### src/design/ols_pkg.sv
// ----------------------------------------------------------------------------
// ols_pkg: shared types and codes for the ordered list store
// Request modes, status codes, data type and per-cell control group.
// ----------------------------------------------------------------------------
package ols_pkg;

  localparam int unsigned DataW        = 32;
  localparam int unsigned ModeW        = 3;
  localparam int unsigned StatusW      = 2;
  localparam int unsigned DefListDepth = 16;

  typedef logic signed [DataW-1:0] data_t;

  // request modes
  typedef enum logic [ModeW-1:0] {
    MODE_APPEND   = 3'd0,
    MODE_DEL_HEAD = 3'd1,
    MODE_DEL_TAIL = 3'd2,
    MODE_DEL_POS  = 3'd3,
    MODE_READ_POS = 3'd4
  } mode_t;

  // result status codes
  typedef enum logic [StatusW-1:0] {
    ST_DONE  = 2'd0,
    ST_EMPTY = 2'd1,
    ST_FULL  = 2'd2,
    ST_NOPOS = 2'd3
  } status_t;

  // control group driven into each cell
  typedef struct packed {
    logic load;      // take the appended value
    logic shift;     // take the neighbor's value (delete closes the gap)
    logic read_sel;  // this cell is the one being read
  } cell_ctrl_t;

endpackage

### src/design/ordered_list_store.sv
// ----------------------------------------------------------------------------
// ordered_list_store: bounded ordered list with positional delete
// Output: a result appears in the output register in the cycle after its
//   transaction is accepted.
// Throughput: one transaction per cycle when not stalled; all cells update in
//   parallel in the accepting cycle, the output register holds while stalled.
// Reset: clears the entry count and the output valid; entries are not cleared.
// ----------------------------------------------------------------------------
module ordered_list_store #(
  parameter  int unsigned LIST_DEPTH = ols_pkg::DefListDepth,
  localparam int unsigned CountW     = $clog2(LIST_DEPTH + 1)
) (
  input  logic                      clk,
  input  logic                      rst,
  input  logic                      in_valid,
  output logic                      in_stall,
  input  logic [ols_pkg::ModeW-1:0] mode,
  input  ols_pkg::data_t            value,
  input  logic [CountW-1:0]         position,
  output logic                      out_valid,
  input  logic                      out_stall,
  output logic [ols_pkg::StatusW-1:0] status,
  output logic [CountW-1:0]         length,
  output ols_pkg::data_t            read_value
);
  import ols_pkg::*;

  logic        accept;
  logic [CountW-1:0] count;
  logic [CountW-1:0] count_next;
  logic [CountW-1:0] del_idx;
  status_t     status_next;
  logic        do_append;
  logic        do_delete;
  logic        do_read;
  logic        is_empty;
  logic        is_full;
  logic        pos_bad;

  cell_ctrl_t  ctrl  [LIST_DEPTH];
  data_t       cell_value [LIST_DEPTH];
  data_t       read_chain [LIST_DEPTH+1];

  // handshake: take a transaction whenever the output register can move
  assign in_stall = out_valid & out_stall;
  assign accept   = in_valid & ~in_stall;

  assign is_empty = (count == '0);
  assign is_full  = (count == CountW'(LIST_DEPTH));
  assign pos_bad  = (position == '0) || (position > count);

  // request decode
  always_comb begin
    status_next = ST_DONE;
    count_next  = count;
    del_idx     = '0;
    do_append   = 1'b0;
    do_delete   = 1'b0;
    do_read     = 1'b0;
    unique case (mode)
      MODE_APPEND: begin
        if (is_full) begin
          status_next = ST_FULL;
        end else begin
          do_append  = 1'b1;
          count_next = count + 1'b1;
        end
      end
      MODE_DEL_HEAD: begin
        if (is_empty) begin
          status_next = ST_EMPTY;
        end else begin
          do_delete  = 1'b1;
          count_next = count - 1'b1;
        end
      end
      MODE_DEL_TAIL: begin
        if (is_empty) begin
          status_next = ST_EMPTY;
        end else begin
          count_next = count - 1'b1;
        end
      end
      MODE_DEL_POS, MODE_READ_POS: begin
        if (is_empty) begin
          status_next = ST_EMPTY;
        end else if (pos_bad) begin
          status_next = ST_NOPOS;
        end else if (mode == MODE_DEL_POS) begin
          do_delete  = 1'b1;
          del_idx    = position - 1'b1;
          count_next = count - 1'b1;
        end else begin
          do_read = 1'b1;
        end
      end
      default: begin
      end
    endcase
  end

  // row of cells; the read chain runs from the tail toward the head
  assign read_chain[LIST_DEPTH] = '0;

  for (genvar k = 0; k < LIST_DEPTH; k++) begin : g_cell
    data_t nb_value;

    if (k == LIST_DEPTH - 1) begin : g_last
      assign nb_value = cell_value[k];
    end else begin : g_mid
      assign nb_value = cell_value[k+1];
    end

    // per-cell control from its own index
    assign ctrl[k].load     = accept & do_append & (count == CountW'(k));
    assign ctrl[k].shift    = accept & do_delete & (CountW'(k) >= del_idx);
    assign ctrl[k].read_sel = do_read & (position == CountW'(k + 1));

    ols_cell u_cell (
      .clk            (clk),
      .ctrl           (ctrl[k]),
      .new_value      (value),
      .neighbor_value (nb_value),
      .read_in        (read_chain[k+1]),
      .value          (cell_value[k]),
      .read_out       (read_chain[k])
    );
  end

  // entry count
  always_ff @(posedge clk) begin
    if (rst) begin
      count <= '0;
    end else if (accept) begin
      count <= count_next;
    end
  end

  // output register
  always_ff @(posedge clk) begin
    if (rst) begin
      out_valid <= 1'b0;
    end else if (accept) begin
      out_valid <= 1'b1;
    end else if (!out_stall) begin
      out_valid <= 1'b0;
    end
  end

  always_ff @(posedge clk) begin
    if (accept) begin
      status     <= status_next;
      length     <= count_next;
      read_value <= read_chain[0];
    end
  end

endmodule

### src/design/ols_cell.sv
// ----------------------------------------------------------------------------
// ols_cell: one entry of the ordered list
// Holds one value, loads an appended value or the neighbor's value on a
// delete, and merges its value into the read chain when selected.
// ----------------------------------------------------------------------------
module ols_cell (
  input  logic               clk,
  input  ols_pkg::cell_ctrl_t ctrl,
  input  ols_pkg::data_t      new_value,
  input  ols_pkg::data_t      neighbor_value,
  input  ols_pkg::data_t      read_in,
  output ols_pkg::data_t      value,
  output ols_pkg::data_t      read_out
);
  import ols_pkg::*;

  // entry register, no reset needed
  always_ff @(posedge clk) begin
    if (ctrl.load) begin
      value <= new_value;
    end else if (ctrl.shift) begin
      value <= neighbor_value;
    end
  end

  // read chain merge
  assign read_out = ctrl.read_sel ? (read_in | value) : read_in;

endmodule

### config.mk
export PLATFORM = sky130hd
export DESIGN_NAME = ordered_list_store
export DESIGN_NICKNAME = d
export VERILOG_FILES = /design/src/design/ols_pkg.sv /design/src/design/ordered_list_store.sv /design/src/design/ols_cell.sv
export SDC_FILE = /design/constraint.sdc
export NUM_CORES = 1
export LEC_CHECK = 0
export ABC_AREA = 0
export BUFFER_PORTS_ARGS = -buffer_cell sky130_fd_sc_hd__buf_2
export CAP_MARGIN = 20
export CORE_MARGIN = 2
export CORE_UTILIZATION = 28
export CTS_CLUSTER_DIAMETER = 80
export DETAILED_ROUTE_END_ITERATION = 6
export GPL_TIMING_DRIVEN = 0
export SYNTH_ARGS = -nofsm -noshare
export SYNTH_HDL_FRONTEND = slang
export SYNTH_SLANG_ARGS = --single-unit
### constraint.sdc
create_clock -name clk -period 6.35 [get_ports clk]
set_input_delay 1.27 -clock clk [delete_from_list [all_inputs] [get_ports clk]]
set_output_delay 1.27 -clock clk [all_outputs]
set_load 0.02 [all_outputs]
## Word-level counts from Yosys, hierarchy flattened

Cells that the tools add are included.
Widths: inputs -> output; s select.

| word-level totals | value |
|---|---|
| register bits after elaboration | 557 |
| latch bits | 0 |
| bits in writable memories | 0 |
| memory bits (read-only) | 0 |
| output and inout port bits | 41 |
| memories kept | 0 |

| cells by class | value |
|---|---|
| add/subtract/negate cells | 3 |
| $mul | 0 |
| divide/modulo/power cells | 0 |
| $lt $le $gt $ge | 16 |
| equality and inequality tests | 37 |
| shift-type cells | 0 |
| muxes and demuxes | 74 |
| bitwise gates (word level) | 67 |
| reductions and logical operators | 21 |

Operator list:

| kind | count |
|---|---|
| $mux 32 | 46 |
| $or 32x32->32 | 15 |
| $eq 5x4->1 const B | 16 |
| $and 1x1->1 | 51 |
| $mux 5 | 9 |
| $eq 5x3->1 const B | 8 |
| $ge 4x5->1 const A | 7 |
| $reduce_bool 2->1 | 15 |
| $eq 5x2->1 const B | 4 |
| $ge 3x5->1 const A | 4 |
| $pmux 5 s3 | 1 |
| $mux 1 | 13 |
| $eq 5x1->1 const B | 2 |
| $eq 5x5->1 const B | 2 |
| $ge 1x5->1 const A | 2 |
| $ge 2x5->1 const A | 2 |
| $logic_not 5->1 | 2 |
| $sub 5x1->5 const B | 2 |
| $eq 3x2->1 const B | 2 |
| $mux 2 | 3 |
| $pmux 2 s3 | 1 |
| $add 5x1->5 const B | 1 |
| $gt 5x5->1 | 1 |
| $reduce_or 2->1 | 2 |
| 7 further kinds | 7 |

## Longest topological paths before layout

Gate-level depths: netlist (run 1).

| logic depth | value |
|---|---|
| depth in word-level cells | 37 |
| gate-level depth with buffers | 13 |

## By module

A second synthesis (run 1) with hierarchy kept.

| second synthesis, totals | value |
|---|---|
| cells, all modules | 1957 |
| area, all modules | 31029.8 µm² |

By module, submodules not included:

| module | times used | cells each | area each (µm²) | seq. area each (µm²) |
|---|---|---|---|---|
| ols_cell | 16 | 104 | 1762.9 | 960.9 |
| ordered_list_store | 1 | 293 | 2822.7 | 1291.2 |

## Worst setup path before layout (run 1)

No wires, ideal clock.

| timing path | value |
|---|---|
| path type | input to register |
| from | in position[0] |
| to | reg g_cell[5].u_cell.value[0] (enable) |
| library setup time | 0.466 ns |
| arrival time | 5.345 ns |
| data required time | 5.884 ns |
| setup slack | 0.539 ns |
| stages on the path | 10 |
| path buffers | 2 |
| path through | clkbuf_1 -> inv_1 -> ha_1 -> nand2b_1 -> a211o_1 -> a21oi_4 -> or4_4 -> clkbuf_1 -> nor3_1 -> o21ai_0 |

| on the way | value |
|---|---|
| word-level cells in the longest chain between the ends | 8 |
| elaborated cells between the ends (all ways) | 15 |

RTL lines:

| what | line | source |
|---|---|---|
| from (decl) | ordered_list_store.sv:19 | `input logic [CountW-1:0] position,` |
| $sub 5x1->5, or another cell as far along | ordered_list_store.sv:91 | `del_idx = position - 1'b1;` |
| $mux 5 / $logic_or 1x1->1 (equally long branches) | ordered_list_store.sv:89, ordered_list_store.sv:50 |  |
| $mux 5 / $mux 1 (equally long branches) | ordered_list_store.sv:87 | `end else if (pos_bad) begin` |
| $mux 5 / $mux 1 (equally long branches) | ordered_list_store.sv:85 | `if (is_empty) begin` |
| $mux 5 / $pmux 1 s2 (equally long branches) | ordered_list_store.sv:60 | `unique case (mode)` |
| $ge 3x5->1 / $and 1x1->1 (equally long branches) | n/a |  |
| $and 1x1->1 (*) | ordered_list_store.sv:116 | `assign ctrl[k].shift = accept & do_delete & (CountW'(k) >= del_idx);` |
| $reduce_bool 2->1 (no line) (*) | n/a |  |
| to (signal assigned) | ols_cell.sv:20 | `value <= new_value;` |
| to (signal assigned) | ols_cell.sv:22 | `value <= neighbor_value;` |
| to (decl) | ols_cell.sv:12 | `output ols_pkg::data_t value,` |

Every way passes the cells marked *; elsewhere a longest branch is shown, timed or not.
A chain may end at the register's enable or synchronous reset.

## Worst setup path after layout (run 1)

| timing path | value |
|---|---|
| from | in position[0] |
| to | reg g_cell[10].u_cell.value[0] (enable) |

| on the way | value |
|---|---|
| word-level cells in the longest chain between the ends | 8 |
| elaborated cells between the ends (all ways) | 15 |

RTL lines:

| what | line |
|---|---|
| $sub 5x1->5, or another cell as far along | ordered_list_store.sv:91 |
| $mux 5 / $logic_or 1x1->1 (equally long branches) | ordered_list_store.sv:89, ordered_list_store.sv:50 |
| $mux 5 / $mux 1 (equally long branches) | ordered_list_store.sv:87 |
| $mux 5 / $mux 1 (equally long branches) | ordered_list_store.sv:85 |
| $mux 5 / $pmux 1 s2 (equally long branches) | ordered_list_store.sv:60 |
| $ge 4x5->1 / $and 1x1->1 (equally long branches) | n/a |
| $and 1x1->1 (*) | ordered_list_store.sv:116 |
| $reduce_bool 2->1 (no line) (*) | n/a |
| to (signal assigned) | ols_cell.sv:20 |
| to (signal assigned) | ols_cell.sv:22 |
| to (decl) | ols_cell.sv:12 |

Marked as above.

==> flow_summary.json, run 1 <==
{
  "status": "completed",
  "p_leak_nw": 10.4,
  "io_buffers": 82,
  "syn2layout_area_growth_pct": 17.6,
  "ys_types": 74,
  "vias_per_cell": 5.90,
  "ff2ff_path_depth": 10,
  "wire_per_inst_um": 32.5,
  "worst_pin_slew_ns": 1.32,
  "core.rowCount": 113,
  "core-area_um2": 95200,
  "crit_family": "simple AND/OR/NAND/NOR gates",
  "synth_area_um2": 26900,
  "ys_seq_area_frac": 0.619,
  "timing.final.crit_share": 0.890,
  "finalPower_w": 0.00802,
  "dp.final_hpwl_mm": 70.1,
  "clock_path_buffers": 3,
  "die_w_um": 314,
  "power.internal_w": 0.00608,
  "initial_core_util": 0.283,
  "power.density_nw_per_um2": 253,
  "setup_tns_ns": 0,
  "path_cells": "buf_2 > clkbuf_1 > inv_1 > ha_1 > nor4b_2 > nor3_1 > a21oi_4 > or4_4 > o21ai_2 > o41a_1 > nand3_4",
  "report.final.slew_viol_count": 0,
  "synth-edff-count": 551,
  "holdPathStages": 1,
  "grt_pass1_vias": 18900,
  "cts_hold_buffers": 0,
  "grt_max_degree": 33,
  "cts-buffers-inserted": 60,
  "min_to": "g_cell[10].u_cell.value[11]$_DFFE_PP_",
  "track_usage": 0.212,
  "critPathCaptureType": "register",
  "worstSetupPathType": "in -> reg",
  "hold_start": "g_cell[11].u_cell.value[11]$_DFFE_PP_",
  "ys_ff_latch": 557,
  "instances_no_fill": 3295,
  "period_needed_ns": 5.65,
  "vias": 19400,
  "reg2reg_from": "count[3]$_SDFFE_PP0P_",
  "yosys_warnings": 0,
  "cp_num_buf_inv": 3,
  "avgSynthCellArea_um2": 15.0,
  "swShare": 0.242,
  "slowest_stage": "o21ai_2",
  "nNetsFinal": 2035,
  "ir_worst_vdd_v": 0.000228,
  "hp-class": "reg -> reg",
  "io_pins": 85,
  "p_sw_w": 0.00194,
  "slew_headroom": 0.120,
  "antenna_found_initial": 11,
  "drive_above_1_share": 0.284,
  "syn_inst": 1793,
  "dr.pass1.iters": 7,
  "crit_required_ns": 6.47,
  "ctsHtreeMaxLevel": 2,
  "ys.flop_type": "edfxtp_1",
  "crit_path_max_incr_delay_ns": 0.84,
  "fillers": 9163,
  "dp.cells": 3175,
  "reg2reg_to": "g_cell[10].u_cell.value[0]$_DFFE_PP_",
  "grt_first_pass_wirelength_mm": 148,
  "drc": 0,
  "cts_tree": "yes",
  "synth_nets": 1853,
  "clock.fmax_ghz": 0.177,
  "final_hold_viol_count": 0,
  "cts_num_sinks": 557,
  "layout_common_cells": "edfxtp_1 (551), mux2_2 (263), mux2_1 (218)",
  "clkLatencyLatePin_ns": 0.68,
  "clkTransAtPathRegs_ns": 0.07,
  "die_area_um2": 98600,
  "combPwrFrac": 0.062,
  "synthArstFlopShare": 0,
  "gp_congestion": 0.932,
  "cts_root_buf": "clkbuf_16",
  "grt-ovfl-total": 0,
  "cp_max_fo": 32,
  "cp-start-kind": "input pin",
  "drv_cap": 0,
  "rsz0062_at_grt": "false",
  "ant_nets": 0,
  "power.clock.fraction": 0.419,
  "crit_arrival_ns": 5.77,
  "post_cts_buffers": 0,
  "setup_violations": 0,
  "reg2reg_setup_slack_ns": 1.18,
  "die_y_um": 314,
  "hold_ws_ns": 0.566,
  "pwr-share-seq": 0.519,
  "cts_resized": 0,
  "routed_wl_mm": 107,
  "finalClockSkew_ns": 0.0501,
  "drt_iter0_drc": 3297,
  "crit_path_start": "position[0]",
  "final_common_cell": "edfxtp_1"
}
synthesized netlist by cell type (8+ instances only):
master    number  area share
edfxtp_1     551        0.61
mux2_2       263        0.11
mux2_1       218       0.091
a22oi_1      142       0.040
clkbuf_1      76       0.011
nand2_1       67      0.0093
buf_2         59       0.011
nor2_1        38      0.0053
a22o_1        34       0.011
nand3_1       29      0.0054
a221oi_1      27      0.0088
a222oi_1      24      0.0089
a21oi_1       23      0.0043
o21ai_0       21      0.0039
a31oi_1       17      0.0040
ha_1          16      0.0074
and3_1        13      0.0030
and2_1        12      0.0028
nand4_1       12      0.0028
inv_1         10      0.0014
nor3_1        10      0.0019
or3_1          8      0.0019
power groups by stage:
stage                     sequential [W]  combinational [W]  clock, W
after floorplan                  0.00425           0.000238         0
after global placement           0.00426           0.000434         0
after detailed placement         0.00424           0.000483         0
after CTS                        0.00416           0.000485   0.00338
after global routing             0.00417           0.000520   0.00352
final                            0.00416           0.000496   0.00336
final cells by class:
| cell class | count | area (um2) | area share |
|---|---|---|---|
| Antenna cell | 5 | 12.5 | 0.000395 |
| Buffer | 146 | 648 | 0.0205 |
| Clock buffer | 79 | 1590 | 0.0504 |
| Clock inverter | 33 | 218 | 0.00688 |
| Inverter | 11 | 42.5 | 0.00134 |
| Multi-Input combinational cell | 1079 | 9730 | 0.307 |
| Sequential cell | 557 | 16700 | 0.527 |
| Tap cell | 1265 | 1580 | 0.0500 |
| Timing Repair Buffer | 120 | 1160 | 0.0366 |
sequential cells by signal, indices dropped and copies added (netlist names):
register             flops
out_valid                1
status                   2
length                   5
read_value              32
g_cell.u_cell.value    512
count                    5
worst max path at each step:
stage	end	slack, ns	cells after the start
after CTS	g_cell[10].u_cell.value[0]$_DFFE_PP_	0.85	11
final	g_cell[10].u_cell.value[0]$_DFFE_PP_	0.70	11
after detailed placement	g_cell[10].u_cell.value[16]$_DFFE_PP_	0.18	11
after global placement	g_cell[1].u_cell.value[3]$_DFFE_PP_	-4.55	8
after floorplan	g_cell[5].u_cell.value[0]$_DFFE_PP_	0.54	10
after global routing	g_cell[10].u_cell.value[0]$_DFFE_PP_	0.59	11
routing by layer:
metal,track usage,routed length (um),up-vias
met2,0.312,46000,1514
met5,0,68,-
met4,0.106,5760,10
met1,0.287,41400,9918
li1,-,-,7647
met3,0.0574,13900,347
kinds of logic (layout without fill, tap and decap cells):
| logic type | after synthesis | after routing | share of synthesized area |
|---|---|---|---|
| muxes | 481 | 481 | 0.201 |
| xor gates and xnor gates | 5 | 5 | 0.00163 |
| AOI/OAI and AO/OA | 336 | 336 | 0.0962 |
| buffers and inverters | 157 | 389 | 0.0256 |
| and+or+nand+nor | 241 | 241 | 0.0487 |
| other | 0 | 5 | 0 |
| adders and majority gates | 16 | 16 | 0.00744 |
| DFF | 557 | 557 | 0.619 |
stage by stage:
stage	worst slack [ns]	utilization	cell area (um2)
2_1_floorplan	0.539	-	26900
3_3_place_gp	-4.55	0.304	28900
3_5_place_dp	0.179	0.313	29800
4_1_cts	0.852	0.332	31600
5_1_grt	0.595	0.332	31600
6_report	0.698	0.333	31600
Power figures use the tool's default switching activity.
==> run 2: changes to the inputs <==
==> constraint.sdc (replaced) <==
create_clock -name clk -period 5.52 [get_ports clk]
set_input_delay 1.104 -clock clk [delete_from_list [all_inputs] [get_ports clk]]
set_output_delay 1.104 -clock clk [all_outputs]
set_load 0.02 [all_outputs]
==> flow_summary.json, run 2 (synthesis results as in run 1) <==
{
  "power.density_nw_per_um2": 301,
  "cp-start-kind": "input pin",
  "routed_wl_mm": 108,
  "largest_reg_flops": 512,
  "period_needed_ns": 5.23,
  "setup_violations": 0,
  "cts-buffers-inserted": 59,
  "power.clock.fraction": 0.440,
  "top_regs": "g_cell.u_cell.value (512), read_value (32)",
  "die_w_um": 314,
  "report.final.slew_viol_count": 0,
  "die_area_um2": 98600,
  "dp.final_hpwl_mm": 70.5,
  "crit_arrival_ns": 5.34,
  "top_register": "g_cell.u_cell.value",
  "io_pins": 85,
  "timing.final.crit_share": 0.947,
  "cts_num_sinks": 557,
  "grt_first_pass_wirelength_mm": 147,
  "ctsHtreeMaxLevel": 2,
  "reg2reg_from": "count[3]$_SDFFE_PP0P_",
  "vias": 19600,
  "violations": "DRC",
  "reg2reg_to": "g_cell[10].u_cell.value[31]$_DFFE_PP_",
  "hold_start": "g_cell[7].u_cell.value[3]$_DFFE_PP_",
  "drc": 15,
  "cp_max_fo": 32,
  "antenna_found_initial": 11,
  "grt_pass1_vias": 18700,
  "rsz0062_at_grt": "false",
  "final_common_cell": "edfxtp_1",
  "p_sw_w": 0.00229,
  "hp-class": "reg -> reg",
  "final_core_util": 0.335,
  "ff2ff_path_depth": 10,
  "die_y_um": 314,
  "syn2layout_area_growth_pct": 18.5,
  "core.rowCount": 113,
  "crit_path_start": "position[0]",
  "worstSetupPathType": "in -> reg",
  "io_buffers": 82,
  "final_hold_viol_count": 0,
  "cts_root_buf": "clkbuf_16",
  "core-area_um2": 95200,
  "track_usage": 0.212,
  "reg2reg_setup_slack_ns": 0.51,
  "gp_congestion": 0.956,
  "power.internal_w": 0.00730,
  "ir_worst_vdd_v": 0.000248,
  "vias_per_cell": 5.93,
  "combPwrFrac": 0.060,
  "finalClockSkew_ns": 0.0288,
  "drv_cap": 0,
  "cts_hold_buffers": 0,
  "grt_max_degree": 33,
  "layout_common_cells": "edfxtp_1 (551), mux2_2 (263), mux2_1 (218)",
  "finalPower_w": 0.00959,
  "status": "finished with violations",
  "slew_headroom": 0.117,
  "drt_iter0_drc": 3481,
  "worst_pin_slew_ns": 1.32,
  "clkLatencyLatePin_ns": 0.67,
  "hold_ws_ns": 0.563,
  "endpoint": "g_cell[10].u_cell.value[31]$_DFFE_PP_",
  "initial_core_util": 0.283,
  "cts_tree": "yes",
  "clkTransAtPathRegs_ns": 0.06,
  "clock_path_buffers": 3,
  "grt-ovfl-total": 0,
  "crit_required_ns": 5.63,
  "dr.pass1.iters": 7,
  "nNetsFinal": 2038,
  "drive_above_1_share": 0.290,
  "ant_nets": 0,
  "clock.fmax_ghz": 0.191,
  "wire_per_inst_um": 32.6,
  "swShare": 0.239,
  "critPathCaptureType": "register",
  "pwr-share-seq": 0.499,
  "p_leak_nw": 10.5
}
[run 2: metrics by stage]
step	TNS, ns	worst slack (ns)	instance area, um2	cells
floorplan	-4.65	-0.0726	26900	1793
global placement	-1101.78	-4.50	28900	3140
detailed placement	-25.31	-0.439	29800	3178
CTS	0	0.216	31800	3289
global route	0	0.218	31900	3296
finish	0	0.294	31900	3300
[run 2: layout make-up]
type                       instances  area [um2]
buffer                           146         648
sequential                       557       16700
antenna                            7        17.5
inverter                          11        42.5
clock inverter                    49         524
multi-input combinational       1079        9720
tap                             1265        1580
clock buffer                      62        1490
timing repair buffer             124        1210
fill                            9152       63200
[run 2: worst min path at each step]
stage | endpoint | slack, ns | cells after the start
finish | g_cell[6].u_cell.value[3]$_DFFE_PP_ | 0.56 | 1
global placement | g_cell[6].u_cell.value[21]$_DFFE_PP_ | 0.54 | 1
global route | g_cell[5].u_cell.value[2]$_DFFE_PP_ | 0.58 | 1
floorplan | g_cell[9].u_cell.value[28]$_DFFE_PP_ | 0.53 | 1
detailed placement | g_cell[10].u_cell.value[27]$_DFFE_PP_ | 0.55 | 1
CTS | g_cell[6].u_cell.value[3]$_DFFE_PP_ | 0.54 | 1
[run 2: timing repair]
| action | in CTS | in global routing |
|---|---|---|
| gates resized for setup | 0 | 1 |
| buffers inserted | 0 | 0 |
| endpoints found under the setup margin | 0 | 32 |
[run 2: power groups by stage]
stage	combinational, W	clock (W)	sequential [W]
after floorplan	0.000274	0	0.00489
after global placement	0.000499	0	0.00489
after detailed placement	0.000558	0	0.00488
after CTS	0.000561	0.00423	0.00479
after global routing	0.000602	0.00438	0.00480
final	0.000577	0.00422	0.00479
[run 2: per-layer routing]
layer / global-route usage / vias up / part of all wire
met5: 0 / - / 0.00025
li1: - / 7627 / -
met4: 0.102 / 4 / 0.051
met3: 0.0561 / 353 / 0.13
met2: 0.311 / 1649 / 0.43
met1: 0.289 / 9944 / 0.39
[run 2: critical path: stages]
cell	delay, ns
buf_2	0.15
clkbuf_1	0.31
inv_1	0.17
ha_1	0.40
nor4b_2	0.25
nor3_1	0.42
a21oi_4	0.15
or4_4	0.60
o21ai_4	0.57
o41a_1	0.43
nand3_4	0.72
